## src/rtl/core/tcg_pkg.sv

```systemverilog
// Shared constants and widths of the text cell glyph renderer.
`timescale 1ns / 1ps
package tcg_pkg;

    localparam int GLYPH_WIDTH    = 5;
    localparam int GLYPH_HEIGHT   = 9;
    localparam int FONT_CHARS_DEF = 96;
    localparam int FONT_DEPTH_DEF = FONT_CHARS_DEF * GLYPH_HEIGHT;
    localparam int QUEUE_DEPTH    = 4;

    localparam int ADDR_W  = 32;
    localparam int COLOR_W = 32;
    localparam int LW_W    = 13;
    localparam int COL_W   = 10;
    localparam int ROW_W   = 9;
    localparam int CODE_W  = 8;
    localparam int GROW_W  = 4;
    localparam int BITS_W  = 5;
    localparam int XC_W    = 3;
    localparam int YC_W    = 4;
    localparam int CFG_IDX_W  = 4;
    localparam int CFG_DATA_W = 32;

    localparam logic [CODE_W-1:0]  FIRST_CODE = 8'd32;
    localparam logic [COLOR_W-1:0] COLOR_FG   = 32'hFFFF_FFFF;
    localparam logic [COLOR_W-1:0] COLOR_BG   = 32'h5555_0000;

    localparam logic OP_LOAD = 1'b0;
    localparam logic OP_PUT  = 1'b1;

    localparam logic [CFG_IDX_W-1:0] CFG_BASE       = 4'd0;
    localparam logic [CFG_IDX_W-1:0] CFG_LINE_WIDTH = 4'd1;
    localparam logic [CFG_IDX_W-1:0] CFG_COLUMNS    = 4'd2;
    localparam logic [CFG_IDX_W-1:0] CFG_ROWS       = 4'd3;

    localparam logic [ADDR_W-1:0] RST_BASE       = 32'd0;
    localparam logic [LW_W-1:0]   RST_LINE_WIDTH = 13'd640;
    localparam logic [COL_W-1:0]  RST_COLUMNS    = 10'd128;
    localparam logic [ROW_W-1:0]  RST_ROWS       = 9'd53;

endpackage

```

## src/rtl/core/tcg_ram.sv

```systemverilog
// Generic simple dual-port RAM with one write port and a registered read port.
`timescale 1ns / 1ps
module tcg_ram #(
    parameter int WIDTH = tcg_pkg::BITS_W,
    parameter int DEPTH = tcg_pkg::FONT_DEPTH_DEF,
    localparam int AW = $clog2(DEPTH)
) (
    input  logic             i_clk,
    input  logic             i_wr_en,
    input  logic [AW-1:0]    i_wr_addr,
    input  logic [WIDTH-1:0] i_wr_data,
    input  logic             i_rd_en,
    input  logic [AW-1:0]    i_rd_addr,
    output logic [WIDTH-1:0] o_rd_data
);
    logic [WIDTH-1:0] r_mem [DEPTH];
    logic [WIDTH-1:0] r_rd_data;

    always_ff @(posedge i_clk) begin
        if (i_wr_en) begin
            r_mem[i_wr_addr] <= i_wr_data;
        end
        if (i_rd_en) begin
            r_rd_data <= r_mem[i_rd_addr];
        end
    end

    assign o_rd_data = r_rd_data;
endmodule

```

## config.mk

```make
export PLATFORM = sky130hd
export DESIGN_NAME = tcg_ram
export DESIGN_NICKNAME = d
export VERILOG_FILES = /design/src/rtl/core/tcg_pkg.sv /design/src/rtl/core/tcg_ram.sv
export SDC_FILE = /design/constraint.sdc
export NUM_CORES = 2
export LEC_CHECK = 0
export BUFFER_PORTS_ARGS = -buffer_cell sky130_fd_sc_hd__buf_2
export CORE_UTILIZATION = 45
export CTS_CLUSTER_SIZE = 12
export DETAILED_ROUTE_END_ITERATION = 8
export SLEW_MARGIN = 0
export SYNTH_ARGS = -nofsm -noshare
export SYNTH_HDL_FRONTEND = slang
export SYNTH_MEMORY_MAX_BITS = 65536
export SYNTH_SLANG_ARGS = --single-unit
```

## constraint.sdc

```tcl
create_clock -name i_clk -period 2.9 [get_ports i_clk]
set_input_delay 0.435 -clock i_clk [delete_from_list [all_inputs] [get_ports i_clk]]
set_output_delay 0.435 -clock i_clk [all_outputs]
set_load 0.02 [all_outputs]
```

Word-level counts from Yosys, hierarchy flattened

Memories as Yosys holds them, arrays and structs flattened. A register that Yosys moved wholly into a read port is not among the register bits.
Index checks and enable logic that the tools add are counted.

Muxes and demuxes: 2

Operators with widths:

| cell              | number |
|---|---|
| two-way mux 1 bit | 2 |

Output and inout bits: 5
Memories: 1
Memory bits (writable): 4320
Word-level logic and storage cells: 3
Flip-flop bits (word level): 0
Input port bits: 28

Memory list:

| name  | words | bits a word | read ports | clocked after memory_dff | wr ports | line          | RTL |
|---|---|---|---|---|---|---|---|
| r_mem | 864   | 5           | 1          | 1                        | 1        | tcg_ram.sv:16 | `logic [WIDTH-1:0] r_mem [DEPTH];` |

Longest topological paths before layout

Word-level depth: 2
Mapped depth: 14
Mapped depth without buffers: 8

Least setup slack after synthesis

OpenSTA, ideal clock, no wires.

Path type: input port to flip-flop
Start: input port i_rd_addr[0]
End: register r_rd_data[0], in the netlist o_rd_data[0] (read register of r_mem), data pin
Stages on the path: 11
Buffers on the path: 4
Library setup time: 264 ps
Setup slack: 29 ps
Data arrival time: 2607 ps
Cells stage by stage: buf_6 -> buf_12 -> buf_6 -> buf_2 -> mux4_2 -> a221oi_1 -> o32ai_1 -> nor3_1 -> a211oi_1 -> a311oi_1 -> a31oi_1

RTL lines:

| element     | line          | RTL |
|---|---|---|
| from (decl) | tcg_ram.sv:13 | `input logic [AW-1:0] i_rd_addr,` |
| to (decl)   | tcg_ram.sv:17 | `logic [WIDTH-1:0] r_rd_data;` |

==> summary.md <==
| Metric | Value |
|---|---|
| Status | finished, violations left |
| Violated checks | negative setup slack |
| Largest net degree at the start of global routing | 151 |
| Number of port buffers | 32 |
| Tmin final | 2.98 ns |
| CP max FO | 39 |
| Yosys warning count | 0 |
| Die Ht | 616 µm |
| Total of max-cap violations | 0 |
| Crit. End Element | flip-flop |
| GR Overflow Total | 0 |
| Total vias in the final route | 90600 |
| Rel. slew slack | 0.230 |
| Area Growth Syn to Fin | 16.2% |
| Total track usage | 0.255 |
| Clock tree buffer depth | 4 |
| Die width | 616 µm |
| Initial DRC Count | 12300 |
| Unique cell type count in the Yosys netlist | 56 |
| Crit start category | input port |
| Number of routed nets with antenna violations | 0 |
| Crit share post-route | 1.03 |
| Synth top cells by count | 4325 x edfxtp_1, 917 x mux4_2, 904 x nor2_1, 478 x mux2i_1, 282 x clkbuf_1 |
| Synth Cell Area | 0.170 mm² |
| FMAX | 336 MHz |
| Crit path arrival time | 3.82 ns |
| Maximum VDD drop | 0.000529 V |
| Via/cell ratio | 6.16 |
| DRC errors left | 0 |
| Cell mode on critical path | buf_4 |
| Die area | 0.380 mm² |
| Final core utilization | 0.525 |
| Required time worst endpoint | 3.74 ns |
| Instance count of the mapped netlist | 8430 |
| DP Wirelength | 318000 µm |
| DRT Wirelength | 488000 µm |
| Setup Viol. Count Final | 1 |
| Final #Nets | 9444 |
| # IOs | 33 |
| Slowest CP cell | o32ai_2 |
| Rows | 225 |
| Synth area leader | edfxtp_1 |
| Worst-skew pair later-pin latency | 0.99 ns |
| Count of final max-slew check failures | 0 |
| Vias in the first global route | 90900 |
| First-pass GRT wire length | 688000 µm |
| Power per cell area | 650 mW/mm² |
| Avg Cell Area, Syn | 20.1 µm² |
| Overall power | 128 mW |
| Layout cell share with drive strength beyond 1 | 0.274 |
| Final instance area | 0.197 mm² |
| DR WL/cell | 33.2 µm |
| Worst-path clk slew | 0.06 ns |
| Slew @ Worst Pin | 1.15 ns |
| Cell area after placement | 0.184 mm² |
| CTS tree | built |
| Most frequent cell after synthesis | edfxtp_1 |
| Clock sinks | 4325 |
| Syn Nets | 8458 |
| Synth area leaders | edfxtp_1 77%, mux4_2 12%, mux2i_1 2.8% |
| Worst min path class | in -> reg |
| Ys flop type | edfxtp_1 |
| Initial antenna violation count | 51 |
| Leak | 62.8 nW |
| Fill cell count | 29200 |
| Crit-path max cell delay | 0.81 ns |
| Post-synth EDFFs | 4325 |
| Post-synthesis async set-or-reset flop share | 0 |
| Mux share of post-synthesis cell area | 0.151 |
| Core area | 0.376 mm² |
| Fin. Hold Viols | 0 |
| #FFs+latches synth | 4325 |
| Num CTS Buffers | 434 |
| Adder-Cell Fraction of Synth Area | 0 |
| Routability cong. | 0.884 |
| CP Cell Sequence | buf_6, buf_4, nor3b_1, buf_4, o221ai_1, a21oi_1, o32ai_2, buf_4, o221ai_1, nor3_1, buf_4, a21oi_1, mux2i_1 |
| Setup ws final | -0.0759 ns |
| Compound-gate portion of the synthesized area | 0.0310 |
| Post-synthesis xor/xnor area fraction | 0 |
| # H-tree levels | 5 |
| Largest family of logic cells by synthesized area | multiplexers |
| Initial Util | 0.452 |
| Top cell type's share of synthesized area | 0.765 |
| Sequential area share after synthesis | 0.765 |
| Crit Path Category | in -> reg |
| Worst Clk Skew | 0.0626 ns |
| Clock Root Buffer | clkbuf_16 |
| Drt first pass iters | 6 |
| Simple-gate share of the synthesized area | 0.0333 |
[metal layers]
layer	global-route usage	part of all wire	vias up	wire, µm
met5	0	0.000070	-	34
met3	0.0482	0.097	806	47500
met2	0.403	0.47	4928	231000
li1	-	-	36800	-
met4	0.0988	0.041	6	20000
met1	0.353	0.39	48100	189000
[path summary, 6_finish.rpt]
check	depth (start not counted)	to	from	slack, ns
setup / recovery	13	o_rd_data[3]	i_rd_addr[4]	-0.08
setup reg to reg	9	o_rd_data[2]	r_mem[295][2]	0.02
hold reg to reg	7	o_rd_data[3]	r_mem[619][3]	1.31
hold / removal	3	r_mem[647][1]	i_wr_addr[0]	0.08
[power by group]
part	internal [mW]	switching [mW]
logic	3.01	4.74
registers	68.8	0.0240
clock network	28.6	23.0
total	100	27.8
[cell usage in the layout (no fill, tap or decap), types with 7 or more instances in the layout]
cell	n
edfxtp_1	4325
mux4_2	917
nor2_1	901
buf_4	881
mux2i_1	478
clkbuf_16	440
buf_12	204
nand2_1	166
a21oi_1	166
o221ai_1	150
clkbuf_1	133
o22ai_1	111
nor3_1	83
a22oi_1	80
clkinv_1	68
a211oi_1	47
o21ai_0	45
a221oi_1	40
nand3_1	37
clkinv_2	35
a22o_1	30
nand3_4	25
diode_2	23
mux2_2	22
buf_2	22
nor2b_1	17
nor4_1	14
and3_1	14
a311oi_1	13
nand2b_1	12
bufinv_16	11
or3_1	10
a31oi_1	8
inv_6	7
a221oi_2	7
nand4_1	7
dlygate4sd3_1	7
buf_8	7
[cell families after synthesis]
logic type	count (synthesis)
buffers and inverters	585
AOI/OAI and AO/OA	748
DFF	4325
and+or+nand+nor	1355
muxes	1417
[repair_timing]
action	CTS	global route
buffers inserted	0	0
gates resized for setup	30	20
hold buffers	7	0
pin swaps	4	8
gates cloned	0	0
hold endpoints to repair	113	0
endpoints found under the setup margin	5	5
[metrics by stage]
stage | setup TNS, ns | cells | setup slack, ns | hold slack [ns]
after global routing | -0.0259 | 14700 | -0.0238 | 0.0706
after global placement | -6.31 | 14000 | -1.70 | 0.773
after CTS | 0 | 14700 | 0.00117 | 0.00696
after floorplan | 0 | 8430 | 0.0289 | 0.534
after detailed placement | -5.88 | 14000 | -1.27 | 0.794
final | -0.0759 | 14700 | -0.0759 | 0.0825
[worst max-delay path: cells and delay by family]
family	cells	cell delay (ns)
AOI/OAI and AO/OA	5	1.13
buffers and inverters	5	1.57
muxes	1	0.15
and+or+nand+nor	2	0.41
[sequential cells by signal, indices dropped and copies added, names as in the netlist]
name,count
r_mem,4320
o_rd_data,5
[layout make-up]
type                       instances  area, µm²  share of cell area
multi-input combinational       3520      37300               0.189
timing repair buffer            1127      11100              0.0563
clock buffer                     573      11500              0.0583
clock inverter                   136       1140             0.00580
inverter                           8       45.0            0.000228
antenna                           23       57.6            0.000292
sequential                      4325     130000               0.658
tap                             4994       6250              0.0317
No activity file was read; power rests on OpenSTA's default activity.
