===== src/rtl/core/tcg_pkg.sv =====
// Shared constants and widths of the text cell glyph renderer.
`timescale 1ns / 1ps
package tcg_pkg;

    localparam int GLYPH_WIDTH    = 5;
    localparam int GLYPH_HEIGHT   = 9;
    localparam int FONT_CHARS_DEF = 96;
    localparam int FONT_DEPTH_DEF = FONT_CHARS_DEF * GLYPH_HEIGHT;
    localparam int QUEUE_DEPTH    = 4;

    localparam int ADDR_W  = 32;
    localparam int COLOR_W = 32;
    localparam int LW_W    = 13;
    localparam int COL_W   = 10;
    localparam int ROW_W   = 9;
    localparam int CODE_W  = 8;
    localparam int GROW_W  = 4;
    localparam int BITS_W  = 5;
    localparam int XC_W    = 3;
    localparam int YC_W    = 4;
    localparam int CFG_IDX_W  = 4;
    localparam int CFG_DATA_W = 32;

    localparam logic [CODE_W-1:0]  FIRST_CODE = 8'd32;
    localparam logic [COLOR_W-1:0] COLOR_FG   = 32'hFFFF_FFFF;
    localparam logic [COLOR_W-1:0] COLOR_BG   = 32'h5555_0000;

    localparam logic OP_LOAD = 1'b0;
    localparam logic OP_PUT  = 1'b1;

    localparam logic [CFG_IDX_W-1:0] CFG_BASE       = 4'd0;
    localparam logic [CFG_IDX_W-1:0] CFG_LINE_WIDTH = 4'd1;
    localparam logic [CFG_IDX_W-1:0] CFG_COLUMNS    = 4'd2;
    localparam logic [CFG_IDX_W-1:0] CFG_ROWS       = 4'd3;

    localparam logic [ADDR_W-1:0] RST_BASE       = 32'd0;
    localparam logic [LW_W-1:0]   RST_LINE_WIDTH = 13'd640;
    localparam logic [COL_W-1:0]  RST_COLUMNS    = 10'd128;
    localparam logic [ROW_W-1:0]  RST_ROWS       = 9'd53;

endpackage


===== src/rtl/core/tcg_queue.sv =====
// Small first-in first-out queue between the front and back parts.
`timescale 1ns / 1ps
module tcg_queue #(
    parameter int WIDTH = 8,
    parameter int DEPTH = tcg_pkg::QUEUE_DEPTH,
    localparam int PW = $clog2(DEPTH),
    localparam int CW = $clog2(DEPTH + 1)
) (
    input  logic             i_clk,
    input  logic             i_rst_n,
    input  logic             i_push_valid,
    output logic             o_push_ready,
    input  logic [WIDTH-1:0] i_push_data,
    output logic             o_pop_valid,
    input  logic             i_pop_ready,
    output logic [WIDTH-1:0] o_pop_data
);
    logic [WIDTH-1:0] r_slot [DEPTH];
    logic [PW-1:0]    r_wr_ptr, n_wr_ptr;
    logic [PW-1:0]    r_rd_ptr, n_rd_ptr;
    logic [CW-1:0]    r_count, n_count;
    logic             push, pop;

    assign o_push_ready = (r_count != CW'(DEPTH));
    assign o_pop_valid  = (r_count != '0);
    assign o_pop_data   = r_slot[r_rd_ptr];
    assign push = i_push_valid && o_push_ready;
    assign pop  = o_pop_valid && i_pop_ready;

    always_comb begin
        n_wr_ptr = r_wr_ptr;
        n_rd_ptr = r_rd_ptr;
        n_count  = r_count;
        if (push) begin
            n_wr_ptr = (r_wr_ptr == PW'(DEPTH - 1)) ? '0 : r_wr_ptr + 1'b1;
        end
        if (pop) begin
            n_rd_ptr = (r_rd_ptr == PW'(DEPTH - 1)) ? '0 : r_rd_ptr + 1'b1;
        end
        if (push && !pop) begin
            n_count = r_count + 1'b1;
        end else if (pop && !push) begin
            n_count = r_count - 1'b1;
        end
    end

    always_ff @(posedge i_clk) begin
        if (!i_rst_n) begin
            r_wr_ptr <= '0;
            r_rd_ptr <= '0;
            r_count  <= '0;
        end else begin
            r_wr_ptr <= n_wr_ptr;
            r_rd_ptr <= n_rd_ptr;
            r_count  <= n_count;
        end
    end

    always_ff @(posedge i_clk) begin
        if (push) begin
            r_slot[r_wr_ptr] <= i_push_data;
        end
    end
endmodule


===== config.mk =====
export PLATFORM = sky130hd
export DESIGN_NAME = tcg_queue
export DESIGN_NICKNAME = d
export VERILOG_FILES = /design/src/rtl/core/tcg_pkg.sv /design/src/rtl/core/tcg_queue.sv
export SDC_FILE = /design/constraint.sdc
export NUM_CORES = 1
export LEC_CHECK = 0
export ABC_AREA = 0
export BUFFER_PORTS_ARGS = -buffer_cell sky130_fd_sc_hd__buf_2
export CAP_MARGIN = 20
export CORE_MARGIN = 4
export CORE_UTILIZATION = 59
export DETAILED_ROUTE_END_ITERATION = 10
export MAX_ROUTING_LAYER = met4
export PLACE_DENSITY = 0.81
export SLEW_MARGIN = 20
export SYNTH_ARGS = -nofsm -noshare
export SYNTH_HDL_FRONTEND = slang
export SYNTH_SLANG_ARGS = --single-unit

===== constraint.sdc =====
create_clock -name i_clk -period 3.44 [get_ports i_clk]
set_input_delay 0.172 -clock i_clk [delete_from_list [all_inputs] [get_ports i_clk]]
set_output_delay 0.172 -clock i_clk [all_outputs]
set_load 0.02 [all_outputs]

## Yosys cells after proc, flatten, opt, wreduce, memory -nomap -nowiden

Memory sizes are Yosys's and may differ from the RTL's. A register that Yosys moved wholly into a read port is not among the register bits.
Cells that the tools add are included.

- Register bits: 7
- Bits in writable memories: 32
- Input port bits: 12
- Output and inout port bits: 10
- Word-level logic and storage cells: 27
- Memories: 1

- Add/subtract/negate cells: 4
- Equal/unequal tests: 3
- Muxes and demuxes: 8
- Reduce and logical (&&, ||, !) cells: 8

Memories:

| memory | depth | bits a word | rd ports | clocked after memory_dff | wr ports | line | RTL |
|---|---|---|---|---|---|---|---|
| r_slot | 4 | 8 | 1 | 1 | 1 | tcg_queue.sv:18 | `logic [WIDTH-1:0] r_slot [DEPTH];` |

Operators by type and width:

| kind | number |
|---|---|
| two-way mux 2 bit | 4 |
| two-way mux 3 bit | 2 |
| adder 2 x 1 -> 2 bit (second input constant) | 2 |
| == test 2 bit (second input constant) | 2 |
| logical AND 1 bit | 4 |
| adder 3 x 1 -> 3 bit (second input constant) | 1 |
| != test 3 bit (second input constant) | 1 |
| nonzero test 3 bit | 1 |
| subtractor 3 x 1 -> 3 bit (second input constant) | 1 |
| zero test 1 bit | 2 |
| two-way mux 1 bit | 2 |
| nonzero test 2 bit | 1 |

## Depth between registers and ports, before layout

- Depth in word-level cells: 6
- Depth in mapped cells: 9
- Mapped depth without buffers: 8

## Least setup slack after synthesis

Ideal clock, no wire load.

- Path type: reg-to-reg
- Start: reg r_count[0]
- End: reg r_count[2]
- Setup time: 0.076 ns
- Arrival time: 2.155 ns
- Required time: 3.364 ns
- Setup slack: 1.209 ns
- Stages on the path, launching flop included: 10
- Path buffers: 1
- Clock period less this slack: 2.231 ns
- Cells stage by stage: dfxtp_1 > or3b_1 > clkbuf_2 > and2_4 > ha_1 > inv_1 > fa_1 > xor2_1 > or3_2 > a21boi_0

- Cells in the longest elaborated chain, start to end: 5
- Elaborated cells between the ends (all ways): 13
- Those cells by class: add/sub: 2; eq/ne: 1; mux: 2; reduce/logical: 8

RTL lines:

| item | line | RTL |
|---|---|---|
| start, declared | tcg_queue.sv:21 | `logic [CW-1:0] r_count, n_count;` |
| start signal, assigned | tcg_queue.sv:55 | `r_count <= n_count;` |
| != test 3 bit * | tcg_queue.sv:24 | `assign o_push_ready = (r_count != CW'(DEPTH));` |
| via o_push_ready | tcg_queue.sv:12 | `output logic o_push_ready,` |
| logical AND 1 bit * | tcg_queue.sv:27 | `assign push = i_push_valid && o_push_ready;` |
| via push | tcg_queue.sv:22 | `logic push, pop;` |
| zero test 1 bit | tcg_queue.sv:42 | `end else if (pop && !push) begin` |
| logical AND 1 bit | tcg_queue.sv:42 |  |
| nonzero test 2 bit (no source line) | -- |  |

The timed path passes the listed nets; every way through them passes the cells marked *. The select of a mux whose other input is x is not followed.
A chain may end at the register's enable or synchronous reset.

## Worst setup path in the final report

- Start: reg r_count[0]
- End: reg r_count[2]

- Cells in the longest elaborated chain, start to end: 5
- Elaborated cells between the ends (all ways): 13
- Those cells by class: add/sub: 2; eq/ne: 1; mux: 2; reduce/logical: 8

RTL lines:

| item |
|---|
| parallel branches: the longest is 5 deep, another holds subtractor 3 x 1 -> 3 bit |

Parallel ways; which one is timed is not known. The select of a mux whose other input is x is not followed.

==> qor_table.md <==
| Step | Item | This run |
|:---|:---|:---|
| critical path | Critical path startpoint category | flip-flop |
| floorplanning | Initial Utilization | 63.7% |
| clock tree | Count of H-tree levels built during CTS | 2 |
| critical path | Reg2reg path depth | 7 |
| clock tree | CTS clk-pin slew, worst paths | 0.12 ns |
| grt | First-pass GRT wire length | 4190 um |
| logic synthesis | #FFs+latches synth | 41 |
| final layout | Area occupied by registers | 1140 um2 |
| routing | Number of DRC violations after detailed-routing iteration 0 | 20 |
| floorplanning | Die footprint | 3680 um2 |
| sta | Post-route minimum period | 2.51 ns |
| min path | Instance count along the most critical hold path | 1 |
| critical path | Slowest cell on the critical path | o31ai_1 |
| sta | Final hold violations | 0 |
| power and ir drop | P_sw | 0.000429 W |
| logic synthesis | EDFF count, synth | 32 |
| min path | Hold-critical path endpoint | r_slot[3][3] |
| final layout | Post-Layout Cell Count | 148 |
| power and ir drop | Power Internal | 0.000972 W |
| sta | Tightest Pin Transition | 0.558 ns |
| routing | Via count | 837 |
| routing | Routed WL | 2520 um |
| critical path | Critical path start-end classification | reg2reg |
| placed design | Quantity of I/O buffers inserted on ports | 21 |
| clock tree | Worst-Skew Late Latency | 0.33 ns |
| critical path | CP arrival | 2.77 ns |
| floorplanning | Standard cell core area | 2570 um2 |
| logic synthesis | Library cell with the largest summed area after synthesis | edfxtp_1 |
| sta | Slew Limit Fails | 0 |
| sta | Setup repair after global routing missed its margin | false |
| critical path | Crit path capture type | flip-flop |
| sta | Final count of negative-setup-slack endpoints | 0 |
| logic synthesis | Yosys warns | 0 |
| clock tree | Number of buffers between clock root and the deepest sink | 2 |
| power and ir drop | Leakage power summed over all cells | 0.679 nW |
| clock tree | TritonCTS clock tree | built |
| routing | Metal-1 WL | 1100 um |
| routing | Top metal layer carrying routed signals | met4 |
| floorplanning | Number of cell rows | 18 |
| job | Max Cap Viol | 0 |
| grt | Residual overflow from global routing | 0 |
| clock tree | Root buf cell | clkbuf_4 |
| placed design | Number of placed instances, taps included | 140 |
| logic synthesis | Fraction of post-synthesis cell area in the top cell type by area | 58.8% |
| final layout | Filler Cell Count | 169 |
| routing | Sum of met2 wire segment lengths after detailed routing | 1230 um |
| grt | Global-route usage over all layers | 16.7% |
| routing | Sum of met3 wire segment lengths after detailed routing | 180 um |
| final layout | Commonest cells after routing, fill and taps aside | edfxtp_1 (32), buf_2 (21), dfxtp_1 (9) |
| logic synthesis | Nets in the synthesized netlist | 112 |
| final layout | Share of cells above drive strength 1 | 37.3% |
| power and ir drop | Pwr per Cell Area | 758 nW/um2 |
| final layout | Area occupied by multi-input gates | 465 um2 |
| logic synthesis | Top FF cell, synth | edfxtp_1 |
| clock tree | Hold buffers post-CTS | 0 |
| floorplanning | IO Count | 22 |
| power and ir drop | Combinational power share | 28.8% |
| grt | Via count of the first global-routing pass | 856 |
| power and ir drop | Proportion of total power due to net switching | 30.7% |
| floorplanning | Die X | 60.6 um |
| critical path | Endpoint of the lowest-slack register-to-register path | r_count[2] |
| sta | Post-route worst hold slack | 0.0456 ns |
| min path | Hold Startpoint | i_push_data[3] |
| critical path | Delay of the slowest critical-path stage | 0.52 ns |
| clock tree | Cells resized by post-CTS repair | 0 |
| routing | DR vias/cell | 5.66 |
| critical path | Launch point of the worst reg-to-reg path | r_count[0] |
| final layout | Final net count | 136 |
| sta | Final setup TNS | 0 ns |
| critical path | Slack of the worst reg-to-reg path | 0.93 ns |
| logic synthesis | Ys async rst share | 0% |
| logic synthesis | Sequential fraction of the synthesis area | 69.8% |
| clock tree | Number of CTS-inserted buffers | 5 |
| placed design | Routability Congestion | 0.830 |
| grt | Antenna violations before repair | 0 |
| routing | Post-route antenna net violation count | 0 |
| sta | Clock skew after layout | 0.00699 ns |
| logic synthesis | Post-Synthesis Cells | 93 |
| clock tree | Number of buffers inserted to repair setup after CTS | 0 |
| final layout | Antenna diode count | 0 |
| logic synthesis | Post-synth design cell area | 1640 um2 |
| clock tree | Clk sink count | 41 |
| power and ir drop | Largest voltage drop on the vdd net | 0.000628 V |
| final layout | Most common cell after layout, fill and taps aside | edfxtp_1 |
| critical path | Worst path cell trace | o31ai_1 -> ha_1 -> inv_1 -> fa_1 -> xor2_1 -> or3_2 -> a21boi_0 |
| routing | Initial DRT Pass Iterations | 4 |
| sta | Final period utilization | 73.0% |
| grt | Maximum number of pins on one net before global-route repair | 14 |
| critical path | Count of buffer and inverter cells on the critical path | 1 |
| logic synthesis | Synthesized area divided by synthesized cell count | 17.6 um2 |
| critical path | Highest net fanout along the worst path | 5 |
| sta | Final Worst Setup Slack | 0.927 ns |
| logic synthesis | Largest cells by area after synthesis | edfxtp_1 (59%), dfxtp_1 (11%), mux4_2 (11%) |
| power and ir drop | Sequential share of power | 48.3% |
| min path | Class of the most critical hold timing path | in2reg |
| logic synthesis | Cell variety after synth | 26 |
| critical path | Top cell family by delay on the critical path | compound AO/OA/AOI/OAI gates |
| placed design | Worst-case setup slack after placement | 0.947 ns |
| routing | Number of remaining DRC errors | 0 |
| sta | Fmax | 0.398 GHz |
| sta | Max-Slew Margin vs Limit | 62.5% |
| placed design | DP Wirelength | 1830 um |
| outcome | Outcome | finished clean |
| power and ir drop | Clock network fraction of design power | 23.0% |
| floorplanning | Chip height | 60.6 um |
| critical path | Required time at the endpoint of the critical path | 3.70 ns |
| final layout | Signed area change from the synthesized netlist to the final layout | 13.1% |
| routing | Routed len/inst | 17.0 um |
## how the worst max path moves through the flow
stage / startpoint / endpoint / slack [ns] / depth (start not counted)
floorplan: r_count[0] / r_count[2] / 1.21 / 9
detailed placement: r_count[0] / r_count[2] / 0.95 / 7
finish: r_count[0] / r_count[2] / 0.93 / 7
CTS: r_count[0] / r_count[2] / 0.92 / 7
global route: r_count[0] / r_count[2] / 0.79 / 7
global placement: r_count[0] / r_count[2] / 1.18 / 7
## flip-flops by register name, indices dropped and copies added, names as in the netlist, named ones only
name      cells
r_count       3
r_rd_ptr      2
r_slot       32
r_wr_ptr      2
## logic make-up (layout without fill, tap and decap cells)
| group | after synthesis | in the layout | synth area share, % |
|---|---|---|---|
| adders and majority gates | 7 | 7 | 5.81 |
| DFF | 41 | 41 | 69.8 |
| AOI/OAI and AO/OA | 6 | 6 | 2.14 |
| buffers and inverters | 7 | 32 | 1.76 |
| xor gates and xnor gates | 2 | 2 | 1.07 |
| muxes | 10 | 10 | 12.2 |
| and+or+nand+nor | 20 | 20 | 7.19 |
## area by class of cell
class / count / share of cell area (%)
clock buffers: 6 / 2.77
clock inverters: 2 / 2.03
inverters: 3 / 0.609
multi-input cells: 45 / 25.2
flip-flops and latches: 41 / 61.7
well taps: 30 / 2.03
repair buffers: 21 / 5.68
## Yosys cell counts, types with 2 or more instances
master    instances
mux4_2            8
o21ai_0           4
nand3_1           2
inv_1             3
nand2_1           5
nor2_1            2
and3_2            4
mux2i_1           2
dfxtp_1           9
ha_1              6
edfxtp_1         32
or3_2             2
## power groups by stage
stage	Combinational, W	Sequential (W)	Clock (W)
3_3_place_gp	0.000383	0.000682	0
5_1_grt	0.000441	0.000692	0.000351
6_report	0.000403	0.000676	0.000322
3_5_place_dp	0.000401	0.000691	0
2_1_floorplan	0.000323	0.000651	0
4_1_cts	0.000406	0.000679	0.000326
## through the flow
step / area, um2 / utilization (%) / total power [W]
final: 1850 / 72.0 / 0.00140
after global routing: 1850 / 72.0 / 0.00148
after global placement: 1760 / 68.6 / 0.00107
after detailed placement: 1760 / 68.6 / 0.00109
after floorplan: 1640 / - / 0.000974
after CTS: 1850 / 72.0 / 0.00141
## metal layers
metal	GRT usage, %	vias to the layer above
li1	-	406
met1	21.6	403
met2	26.1	26
met3	4.89	2
met4	4.64	0
met5	-	-
Power figures use the tool's default switching activity.
