==> config.mk <==
export PLATFORM = sky130hd
export DESIGN_NAME = tcg_front_flat
export DESIGN_NICKNAME = d
export VERILOG_FILES = /design/src/rtl/core/tcg_pkg.sv /design/src/rtl/core/tcg_if.sv /design/src/rtl/core/tcg_front.sv /design/src/flat_wrapper.sv
export SDC_FILE = /design/constraint.sdc
export NUM_CORES = 1
export LEC_CHECK = 0
export BUFFER_PORTS_ARGS = -buffer_cell sky130_fd_sc_hd__buf_2
export CELL_PAD_IN_SITES_DETAIL_PLACEMENT = 1
export CELL_PAD_IN_SITES_GLOBAL_PLACEMENT = 1
export CORE_AREA = 2 2 59 61
export DETAILED_ROUTE_END_ITERATION = 16
export DIE_AREA = 0 0 61 63
export PLACE_DENSITY_LB_ADDON = 0.1
export SLEW_MARGIN = 15
export SYNTH_ARGS = -nofsm -noshare
export SYNTH_HDL_FRONTEND = slang
export SYNTH_SLANG_ARGS = --single-unit
==> constraint.sdc <==
create_clock -name i_clk -period 3.4 [get_ports i_clk]
set_clock_uncertainty 0.2 [all_clocks]
set_input_delay 0.68 -clock i_clk [delete_from_list [all_inputs] [get_ports i_clk]]
set_output_delay 0.68 -clock i_clk [all_outputs]
set_load 0.02 [all_outputs]
==> src/rtl/core/tcg_pkg.sv <==
// Shared constants and widths of the text cell glyph renderer.
`timescale 1ns / 1ps
package tcg_pkg;

    localparam int GLYPH_WIDTH    = 5;
    localparam int GLYPH_HEIGHT   = 9;
    localparam int FONT_CHARS_DEF = 96;
    localparam int FONT_DEPTH_DEF = FONT_CHARS_DEF * GLYPH_HEIGHT;
    localparam int QUEUE_DEPTH    = 4;

    localparam int ADDR_W  = 32;
    localparam int COLOR_W = 32;
    localparam int LW_W    = 13;
    localparam int COL_W   = 10;
    localparam int ROW_W   = 9;
    localparam int CODE_W  = 8;
    localparam int GROW_W  = 4;
    localparam int BITS_W  = 5;
    localparam int XC_W    = 3;
    localparam int YC_W    = 4;
    localparam int CFG_IDX_W  = 4;
    localparam int CFG_DATA_W = 32;

    localparam logic [CODE_W-1:0]  FIRST_CODE = 8'd32;
    localparam logic [COLOR_W-1:0] COLOR_FG   = 32'hFFFF_FFFF;
    localparam logic [COLOR_W-1:0] COLOR_BG   = 32'h5555_0000;

    localparam logic OP_LOAD = 1'b0;
    localparam logic OP_PUT  = 1'b1;

    localparam logic [CFG_IDX_W-1:0] CFG_BASE       = 4'd0;
    localparam logic [CFG_IDX_W-1:0] CFG_LINE_WIDTH = 4'd1;
    localparam logic [CFG_IDX_W-1:0] CFG_COLUMNS    = 4'd2;
    localparam logic [CFG_IDX_W-1:0] CFG_ROWS       = 4'd3;

    localparam logic [ADDR_W-1:0] RST_BASE       = 32'd0;
    localparam logic [LW_W-1:0]   RST_LINE_WIDTH = 13'd640;
    localparam logic [COL_W-1:0]  RST_COLUMNS    = 10'd128;
    localparam logic [ROW_W-1:0]  RST_ROWS       = 9'd53;

endpackage

==> src/rtl/core/tcg_if.sv <==
// Channel interfaces of the renderer: character input, pixel output, configuration.
`timescale 1ns / 1ps
interface tcg_in_if;
    logic                        valid;
    logic                        ready;
    logic                        op;
    logic [tcg_pkg::CODE_W-1:0]  char_code;
    logic [tcg_pkg::GROW_W-1:0]  glyph_row;
    logic [tcg_pkg::BITS_W-1:0]  row_bits;

    modport source (output valid, op, char_code, glyph_row, row_bits, input ready);
    modport sink   (input valid, op, char_code, glyph_row, row_bits, output ready);
endinterface


==> src/rtl/core/tcg_front.sv <==
// Front part: accepts input items, classifies them and forms font store addresses.
`timescale 1ns / 1ps
module tcg_front #(
    parameter int FONT_CHARS = tcg_pkg::FONT_CHARS_DEF,
    localparam int FA_W  = $clog2(FONT_CHARS * tcg_pkg::GLYPH_HEIGHT),
    localparam int CMD_W = FA_W + 2 + tcg_pkg::BITS_W
) (
    input  logic             i_clk,
    input  logic             i_rst_n,
    tcg_in_if.sink           i_in,
    output logic             o_push_valid,
    input  logic             i_push_ready,
    output logic [CMD_W-1:0] o_push_data
);
    import tcg_pkg::*;

    localparam int GF_W = CODE_W + GROW_W;

    typedef struct packed {
        logic              is_put;
        logic              has_glyph;
        logic [FA_W-1:0]   gaddr;
        logic [BITS_W-1:0] row_bits;
    } t_cmd;

    logic [CODE_W-1:0] code_off;
    logic [GF_W-1:0]   gfull;
    logic              is_put, has_glyph, row_ok, keep, accept, push;
    logic              r_valid, n_valid;
    t_cmd              cmd, r_cmd;

    assign is_put    = (i_in.op == OP_PUT);
    assign code_off  = i_in.char_code - FIRST_CODE;
    assign has_glyph = (i_in.char_code >= FIRST_CODE)
                    && ({1'b0, code_off} < (CODE_W + 1)'(FONT_CHARS));
    assign row_ok    = (i_in.glyph_row < GROW_W'(GLYPH_HEIGHT));
    assign gfull     = GF_W'(code_off) * GF_W'(GLYPH_HEIGHT)
                     + (is_put ? GF_W'(0) : GF_W'(i_in.glyph_row));
    assign keep      = is_put || (has_glyph && row_ok);

    always_comb begin
        cmd.is_put    = is_put;
        cmd.has_glyph = has_glyph;
        cmd.gaddr     = gfull[FA_W-1:0];
        cmd.row_bits  = i_in.row_bits;
    end

    assign i_in.ready = !r_valid || i_push_ready;
    assign accept     = i_in.valid && i_in.ready;
    assign push       = r_valid && i_push_ready;

    always_comb begin
        n_valid = r_valid;
        if (accept) begin
            n_valid = keep;
        end else if (push) begin
            n_valid = 1'b0;
        end
    end

    always_ff @(posedge i_clk) begin
        if (!i_rst_n) begin
            r_valid <= 1'b0;
        end else begin
            r_valid <= n_valid;
        end
    end

    always_ff @(posedge i_clk) begin
        if (accept) begin
            r_cmd <= cmd;
        end
    end

    assign o_push_valid = r_valid;
    assign o_push_data  = r_cmd;
endmodule

==> src/flat_wrapper.sv <==
// flat-port wrapper written by rule: the top's interface ports become plain ports
module tcg_front_flat import tcg_pkg::*;
#(
    parameter int FONT_CHARS = tcg_pkg::FONT_CHARS_DEF,
    localparam int FA_W  = $clog2(FONT_CHARS * tcg_pkg::GLYPH_HEIGHT),
    localparam int CMD_W = FA_W + 2 + tcg_pkg::BITS_W
)
  (i_clk, i_rst_n, o_push_valid, i_push_ready, o_push_data, i_in_valid, i_in_op, i_in_char_code, i_in_glyph_row, i_in_row_bits, i_in_ready);
  tcg_in_if i_in_i ();
  input  logic i_clk;
  input  logic i_rst_n;
  output logic o_push_valid;
  input  logic i_push_ready;
  output logic [CMD_W-1:0] o_push_data;
  input wire logic [$bits(i_in_i.valid)-1:0] i_in_valid;
  input wire logic [$bits(i_in_i.op)-1:0] i_in_op;
  input wire logic [$bits(i_in_i.char_code)-1:0] i_in_char_code;
  input wire logic [$bits(i_in_i.glyph_row)-1:0] i_in_glyph_row;
  input wire logic [$bits(i_in_i.row_bits)-1:0] i_in_row_bits;
  output wire logic [$bits(i_in_i.ready)-1:0] i_in_ready;
  assign i_in_i.valid = i_in_valid;
  assign i_in_i.op = i_in_op;
  assign i_in_i.char_code = i_in_char_code;
  assign i_in_i.glyph_row = i_in_glyph_row;
  assign i_in_i.row_bits = i_in_row_bits;
  assign i_in_ready = i_in_i.ready;
  tcg_front #(.FONT_CHARS(FONT_CHARS)) u_core (.i_clk(i_clk), .i_rst_n(i_rst_n), .i_in(i_in_i), .o_push_valid(o_push_valid), .i_push_ready(i_push_ready), .o_push_data(o_push_data));
endmodule
### Yosys cells after proc, flatten, opt, wreduce, memory -nomap -nowiden

Index checks and enable logic that the tools add are counted.

| word-level totals | value |
|---|---|
| bits in registers | 18 |
| bits in latches | 0 |
| RAM bits | 0 |
| ROM bits | 0 |
| output and inout port bits | 19 |
| logic and storage cells | 22 |
| memories kept | 0 |

| cells by class | value |
|---|---|
| $add $sub $neg | 2 |
| multiply operators | 1 |
| divide/modulo/power cells | 0 |
| $lt $le $gt $ge | 3 |
| equality and inequality tests | 0 |
| shift operators | 0 |
| muxes and demuxes | 3 |
| bitwise gates (word level) | 0 |
| reductions and logical operators | 8 |

Operator list:

| operator | count |
|---|---|
| 10-bit adder | 1 |
| 8-bit by 4-bit multiplier with 10-bit output, second input constant | 1 |
| 8-bit by 6-bit greater-or-equal comparator with 1-bit output, second input constant | 1 |
| 8-bit by 7-bit < comparator with 1-bit output, second input constant | 1 |
| 8-bit by 6-bit subtractor with 8-bit output, second input constant | 1 |
| 1-bit logical AND | 4 |
| 4-bit < comparator, second input constant | 1 |
| 4-bit two-way mux | 1 |
| 1-bit logical OR | 2 |
| 1-bit two-way mux | 2 |
| 2-bit nonzero test | 1 |
| 1-bit zero test | 1 |

### Depth between registers and ports, before layout

Gate-level depths: netlist of the first run.

| depth | value |
|---|---|
| depth after elaboration | 6 |
| mapped depth | 10 |
| gate-level depth less buffers | 10 |

### Least setup slack after synthesis of the first run

OpenSTA, ideal clock, no wires.

| timing path | value |
|---|---|
| path kind | input port to flip-flop |
| start point | input i_in_char_code[5] |
| end point | register u_core.r_cmd, in the netlist u_core.o_push_data[14], data pin |
| library setup time | 263 ps |
| arrival | 2,525 ps |
| data required time | 2,937 ps |
| setup slack | 413 ps |
| stages | 10 |
| cells stage by stage | inv_1 -> ha_1 -> inv_1 -> ha_1 -> ha_1 -> ha_1 -> and3_1 -> o2bb2ai_1 -> o41ai_2 -> xnor2_1 |

| between the ends | value |
|---|---|
| word-level cells in the longest chain between the ends | 3 |

Ends and longest elaborated chain:

| what | line | RTL |
|---|---|---|
| from (decl) | flat_wrapper.sv:17 | `input wire logic [$bits(i_in_i.char_code)-1:0] i_in_char_code;` |
| 8-bit by 6-bit subtractor with 8-bit output | tcg_front.sv:33 | `assign code_off = i_in.char_code - FIRST_CODE;` |
| 8-bit by 4-bit multiplier with 10-bit output | tcg_front.sv:37 | `assign gfull = GF_W'(code_off) * GF_W'(GLYPH_HEIGHT)` |
| 10-bit adder | tcg_front.sv:38 | `+ (is_put ? GF_W'(0) : GF_W'(i_in.glyph_row));` |
| net u_core.gfull[9] | tcg_front.sv:27 | `logic [GF_W-1:0] gfull;` |
| to (signal assigned) | tcg_front.sv:71 | `r_cmd <= cmd;` |
| to (decl) | tcg_front.sv:30 | `t_cmd cmd, r_cmd;` |

The timed path passes the listed nets, and every way through them passes these cells.
A chain may end at the register's enable or synchronous reset.

### Final worst setup path of the first run

Ends and elaborated chain as after synthesis.

==> impl_metrics.tcl, run 1 <==
set metrics [dict create \
    drt-pass1-iter-count 4 \
    clk_pin_slew_worst_paths_ns 0.10 \
    min_period_ns 3.03 \
    drive_gt1_share_pct 32.8 \
    synth_flop_cell "edfxtp_1" \
    yosys.area.top_type "edfxtp_1" \
    ant_nets 0 \
    critPathCaptureType "flop" \
    routedWlPerCell_um 13.0 \
    finalCritPeriodShare_pct 89.1 \
    grt_usage_pct 14.0 \
    cp.required_ns 3.25 \
    ys_seq_area_share_pct 44.9 \
    critPathKind "primary input to flop" \
    max_freq_mhz 330 \
    grt_pass1_wl_um 4060 \
    io_pins 41 \
    place_hpwl_um 2050 \
    async_reset_ff_share_pct 0 \
    crit_path_start_kind "primary input" \
    portBuffers 40 \
    globalRouteOverflowTotal 0 \
    grt_pass1_vias 944 \
    insertion_delay_ns 0.29 \
    finalPower_mw 0.596 \
    slew_headroom_pct 50.5 \
    tightest_slew_ns 0.742 \
    ys_seq_elements 18 \
    status "finished, final reports clean" \
    fp-row-count 21 \
    synth_common_cells "24 x ha_1, 17 x edfxtp_1, 6 x a21oi_1, 6 x xnor2_1" \
    netlist_area_um2 1180 \
    cp_max_fo 5 \
    startpoint "i_in_char_code[5]" \
    drv_slew 0 \
    place.gp.congestion 0.729 \
    die-area_um2 3840 \
    cts_made_buffers 3 \
    design_area_um2 1470 \
    peakVddDrop_uv 110 \
    synthTopCellsByArea "edfxtp_1 43%, ha_1 25%, xnor2_1 4.4%" \
    cts_tree "yes" \
    leakage_nw 0.706 \
    drv_cap 0 \
    worstHoldStart "i_in_row_bits[1]" \
    timing.rr.start "u_core.o_push_valid" \
    placed_area_um2 1440 \
    syn_area_per_cell_um2 12.7 \
    core_area_um2 3230 \
    diodes 0 \
    hold_class "primary input to flop" \
    start_util_pct 36.5 \
    fill_cells 393 \
    die_w_um 61 \
    ctsRootBufferMaster "clkbuf_4" \
    drt-initial-drc-count 10 \
    yosysUniqueCellTypes 27 \
    grt_max_degree 18 \
    syn_nets 140 \
    antenna_found_initial 0 \
    fin_setup_tns_ns 0 \
    area_growth_pct 24.0 \
    yosysMostFrequentCell "ha_1" \
    finalHoldViolCount 0 \
    die_h_um 63 \
    rsz0062_at_grt "false" \
    cts_max_path_buffers 2 \
    finalSetupViolations 0 \
    ctsResizeCount 0 \
    yosys_warnings 0 \
    power.density_nw_per_um2 406 \
    drt-total-wl_um 2370 \
    postCtsHoldBufs 0 \
    fin_hold_ws_ns 0.361 \
    nNetsFinal 185 \
    syn_inst 93 \
    setup_slack_ns 0.371 \
    dp_slack_ns 0.0661 \
    arrival_ns 2.87 \
    synth_edf_count 17 \
    cts_sinks 18 \
    post_cts_buffers 0 \
    vias 895 \
    drt-vias-per-instance 4.89 \
    synth_top_area_share_pct 43.2 \
    h-tree-depth 1 \
    drc 0 \
]
path summary, 6_finish.rpt:
kind / to / slack [ns] / cells past startpoint
worst max-delay path: u_core.o_push_data[14] / 0.37 / 11
worst min-delay path: u_core.o_push_data[1] / 0.36 / 1
worst max register to register: u_core.o_push_data[14] / 1.70 / 3
worst min register to register: u_core.o_push_valid / 0.45 / 3
critical path, stage by stage:
cell       delay [ns]
buf_2            0.13
inv_1            0.09
ha_1             0.33
inv_1            0.06
ha_1             0.29
ha_1             0.32
ha_1             0.33
and3_1           0.15
o2bb2ai_1        0.15
o41ai_2          0.23
xnor2_1          0.10
state kept, by name, indices dropped and copies added, names as in the netlist:
register and count:
u_core.o_push_data 17, u_core.o_push_valid 1
layout make-up:
type,instances,area (µm²),area share (%)
Tap cell,46,57.6,3.93
Clock buffer,3,22.5,1.54
Clock inverter,1,3.75,0.256
Sequential cell,18,531,36.2
Inverter,5,18.8,1.28
Multi-Input combinational cell,70,632,43.1
Timing Repair Buffer,40,200,13.7
report_power, final:
group / internal (mW) / switching [mW]
combinational: 0.0857 / 0.120
clock: 0.0427 / 0.0638
sequential: 0.279 / 0.00487
total: 0.407 / 0.188
placed cells by master (no fill, tap or decap), types with 3 or more instances in the layout:
cell,instances
a21oi_1,6
xnor2_1,6
nor2_1,4
ha_1,24
inv_1,5
nor2b_1,5
buf_2,40
a21o_1,3
clkbuf_4,3
xor2_1,3
edfxtp_1,17
through the flow:
stage | utilization (%) | std cells
2_1_floorplan | - | 93
3_3_place_gp | 44.5 | 179
3_5_place_dp | 44.5 | 179
4_1_cts | 45.3 | 183
5_1_grt | 45.3 | 183
6_report | 45.3 | 183
logic make-up after synthesis:
logic type	Yosys count	synth area share [%]
xor+xnor	9	6.67
compound gates	17	10.3
buf+inv	5	1.59
flops	18	44.9
simple gates	19	9.43
fa+ha+maj	25	27.1
metal layers:
| metal | up-vias | part of all wire, % | GRT usage [%] |
|---|---|---|---|
| met4 | 0 | 1.0 | 4.08 |
| met1 | 429 | 43 | 17.0 |
| li1 | 441 | - | - |
| met5 | - | 0 | 0 |
| met2 | 21 | 52 | 24.3 |
| met3 | 4 | 3.5 | 2.48 |
Note: power is estimated with default switching activity, not from simulation.
==> run 2, diff against run 1 <==
--- a/config.mk
+++ b/config.mk
@@ -8,9 +8,9 @@
 export BUFFER_PORTS_ARGS = -buffer_cell sky130_fd_sc_hd__buf_2
 export CELL_PAD_IN_SITES_DETAIL_PLACEMENT = 1
 export CELL_PAD_IN_SITES_GLOBAL_PLACEMENT = 1
-export CORE_AREA = 2 2 59 61
+export CORE_AREA = 2 2 62 64
 export DETAILED_ROUTE_END_ITERATION = 16
-export DIE_AREA = 0 0 61 63
+export DIE_AREA = 0 0 64 66
 export PLACE_DENSITY_LB_ADDON = 0.1
 export SLEW_MARGIN = 15
 export SYNTH_ARGS = -nofsm -noshare
==> constraint.sdc (replaced) <==
create_clock -name i_clk -period 2.7 [get_ports i_clk]
set_clock_uncertainty 0.2 [all_clocks]
set_input_delay 0.27 -clock i_clk [delete_from_list [all_inputs] [get_ports i_clk]]
set_output_delay 0.27 -clock i_clk [all_outputs]
set_load 0.02 [all_outputs]
==> run 2 against run 1 <==
  * Hold slack worse by 0.34 ns
  * Register-to-register slack worse by 0.72 ns
  * First-iteration DRC count down 20%
  * Count of clock-buffer cells in the layout unchanged
  * Die area up 9.9%
  * Wire length up 3.2%
  * Total power up 30%
  * Critical path depth unchanged
  * Sequential power up 26%
  * Final area up 8.2%
  * Largest cell class unchanged
  * Highest routed layer unchanged
==> impl_metrics.tcl, run 2 (synthesized netlist as in run 1, its figures left out) <==
set metrics [dict create \
    grt_usage_pct 12.8 \
    ant_nets 0 \
    area_growth_pct 34.2 \
    grt_pass1_vias 929 \
    h-tree-depth 1 \
    min_period_ns 2.46 \
    post-route-util_pct 44.6 \
    crit_path_start_kind "primary input" \
    r2r_cells 3 \
    arrival_ns 2.32 \
    status "finished, final reports clean" \
    die_h_um 66 \
    cp_slowest_cell "ha_1" \
    critPathKind "primary input to flop" \
    place_hpwl_um 2080 \
    max_freq_mhz 406 \
    finalHoldViolCount 0 \
    worstHoldStart "i_in_op" \
    cp_max_fo 3 \
    fp-row-count 22 \
    cts_sinks 18 \
    cts_max_path_buffers 2 \
    drv_slew 0 \
    leakage_nw 0.771 \
    routedWlPerCell_um 12.3 \
    cp.required_ns 2.55 \
    diodes 0 \
    cts_made_buffers 3 \
    slew_headroom_pct 48.7 \
    path_cells "buf_2 -> inv_1 -> ha_1 -> inv_1 -> ha_1 -> ha_1 -> ha_1 -> and3_1 -> o2bb2ai_1 -> o41ai_2 -> xnor2_1" \
    rr_endpoint "u_core.o_push_data[14]" \
    antenna_found_initial 0 \
    vias 909 \
    hold_class "primary input to flop" \
    clk_pin_slew_worst_paths_ns 0.10 \
    drive_gt1_share_pct 35.8 \
    drt-total-wl_um 2450 \
    ff2ff_setup_slack_ns 0.98 \
    finalCritPeriodShare_pct 91.3 \
    power.density_nw_per_um2 490 \
    largest_reg_flops 17 \
    rsz0062_at_grt "false" \
    insertion_delay_ns 0.29 \
    core_area_um2 3550 \
    nNetsFinal 199 \
    drv_cap 0 \
    portBuffers 40 \
    cts_tree "yes" \
    tightest_slew_ns 0.769 \
    critPathCaptureType "flop" \
    max_stage_delay_ns 0.33 \
    fill_cells 399 \
    peakVddDrop_uv 127 \
    timing.rr.start "u_core.o_push_valid" \
    critical_path.most_common_cell "ha_1" \
    min_path_cells 1 \
    grt_pass1_wl_um 4130 \
    fin_setup_tns_ns 0 \
    finalSetupViolations 0 \
    hold_path_end "u_core.o_push_data[16]" \
    place.gp.congestion 0.764 \
    die-area_um2 4220 \
    grt_max_degree 18 \
    drt-initial-drc-count 8 \
    die_w_um 64 \
    io_pins 41 \
    ctsRootBufferMaster "clkbuf_4" \
    drc 0 \
    globalRouteOverflowTotal 0 \
    drt-vias-per-instance 4.57 \
    drt-pass1-iter-count 2 \
    most-common-layout-cells "40 x buf_2, 24 x ha_1, 17 x edfxtp_1, 9 x buf_4" \
    path_buf_inv 3 \
    start_util_pct 33.3 \
    final_common_cell "buf_2" \
    critPathTopFamily "adder cells" \
]
[run 2: cell count changes in the layout (fill, tap and decap cells not counted), sizes merged]
cell,change
dlygate4sd3,+5
buf,+9
[run 2: cell type report]
| class | count | area (µm²) | share of cell area (%) |
|---|---|---|---|
| Multi-Input combinational cell | 70 | 632 | 39.9 |
| Sequential cell | 18 | 531 | 33.5 |
| Timing Repair Buffer | 54 | 318 | 20.0 |
| Tap cell | 48 | 60.1 | 3.79 |
| Clock buffer | 3 | 22.5 | 1.42 |
| Inverter | 5 | 18.8 | 1.18 |
| Clock inverter | 1 | 3.75 | 0.237 |
[run 2: how the worst max path moves through the flow]
| stage | startpoint | endpoint | slack (ns) | cells after the start |
|---|---|---|---|---|
| 2_1_floorplan | i_in_char_code[5] | u_core.o_push_data[14] | 0.12 | 10 |
| 3_3_place_gp | i_in_char_code[5] | u_core.o_push_data[13] | 0.0001 | 10 |
| 3_5_place_dp | i_in_char_code[6] | u_core.o_push_data[14] | -0.09 | 11 |
| 4_1_cts | i_in_char_code[6] | u_core.o_push_data[14] | 0.22 | 11 |
| 5_1_grt | i_in_char_code[6] | u_core.o_push_data[14] | 0.10 | 11 |
| 6_report | i_in_char_code[6] | u_core.o_push_data[14] | 0.24 | 11 |
[run 2: metal layers]
metal | GRT usage (%) | wire length, µm | vias to the layer above
met4 | 6.52 | 47 | 0
li1 | - | - | 466
met5 | 0 | 0 | -
met2 | 21.7 | 1180 | 22
met3 | 1.53 | 89 | 4
met1 | 15.9 | 1130 | 417
[run 2: stage by stage]
| stage | setup slack (ns) | instance area, µm² | instances | hold slack (ns) | power (mW) |
|---|---|---|---|---|---|
| 2_1_floorplan | 0.123 | 1180 | 93 | 0.169 | 0.542 |
| 3_3_place_gp | 0.0000977 | 1510 | 190 | 0.247 | 0.637 |
| 3_5_place_dp | -0.0944 | 1510 | 190 | 0.250 | 0.643 |
| 4_1_cts | 0.219 | 1590 | 199 | 0.0200 | 0.786 |
| 5_1_grt | 0.100 | 1590 | 199 | 0.0149 | 0.832 |
| 6_report | 0.236 | 1590 | 199 | 0.0213 | 0.777 |
[run 2: report_power, final]
part	leakage (nW)	switching [mW]	internal, mW	total [mW]
Clock	0.0154	0.0838	0.0538	0.138
Sequential	0.174	0.00632	0.351	0.358
Combinational	0.582	0.155	0.127	0.281
Total	0.771	0.245	0.532	0.777
[run 2: what timing repair did]
item / 4_1_cts / 5_1_grt
endpoints found under the setup margin: 0 / 0
gates resized for setup: 0 / 0
endpoints found under the hold margin: 5 / 0
setup buffers: 0 / 0
hold buffers: 5 / 0
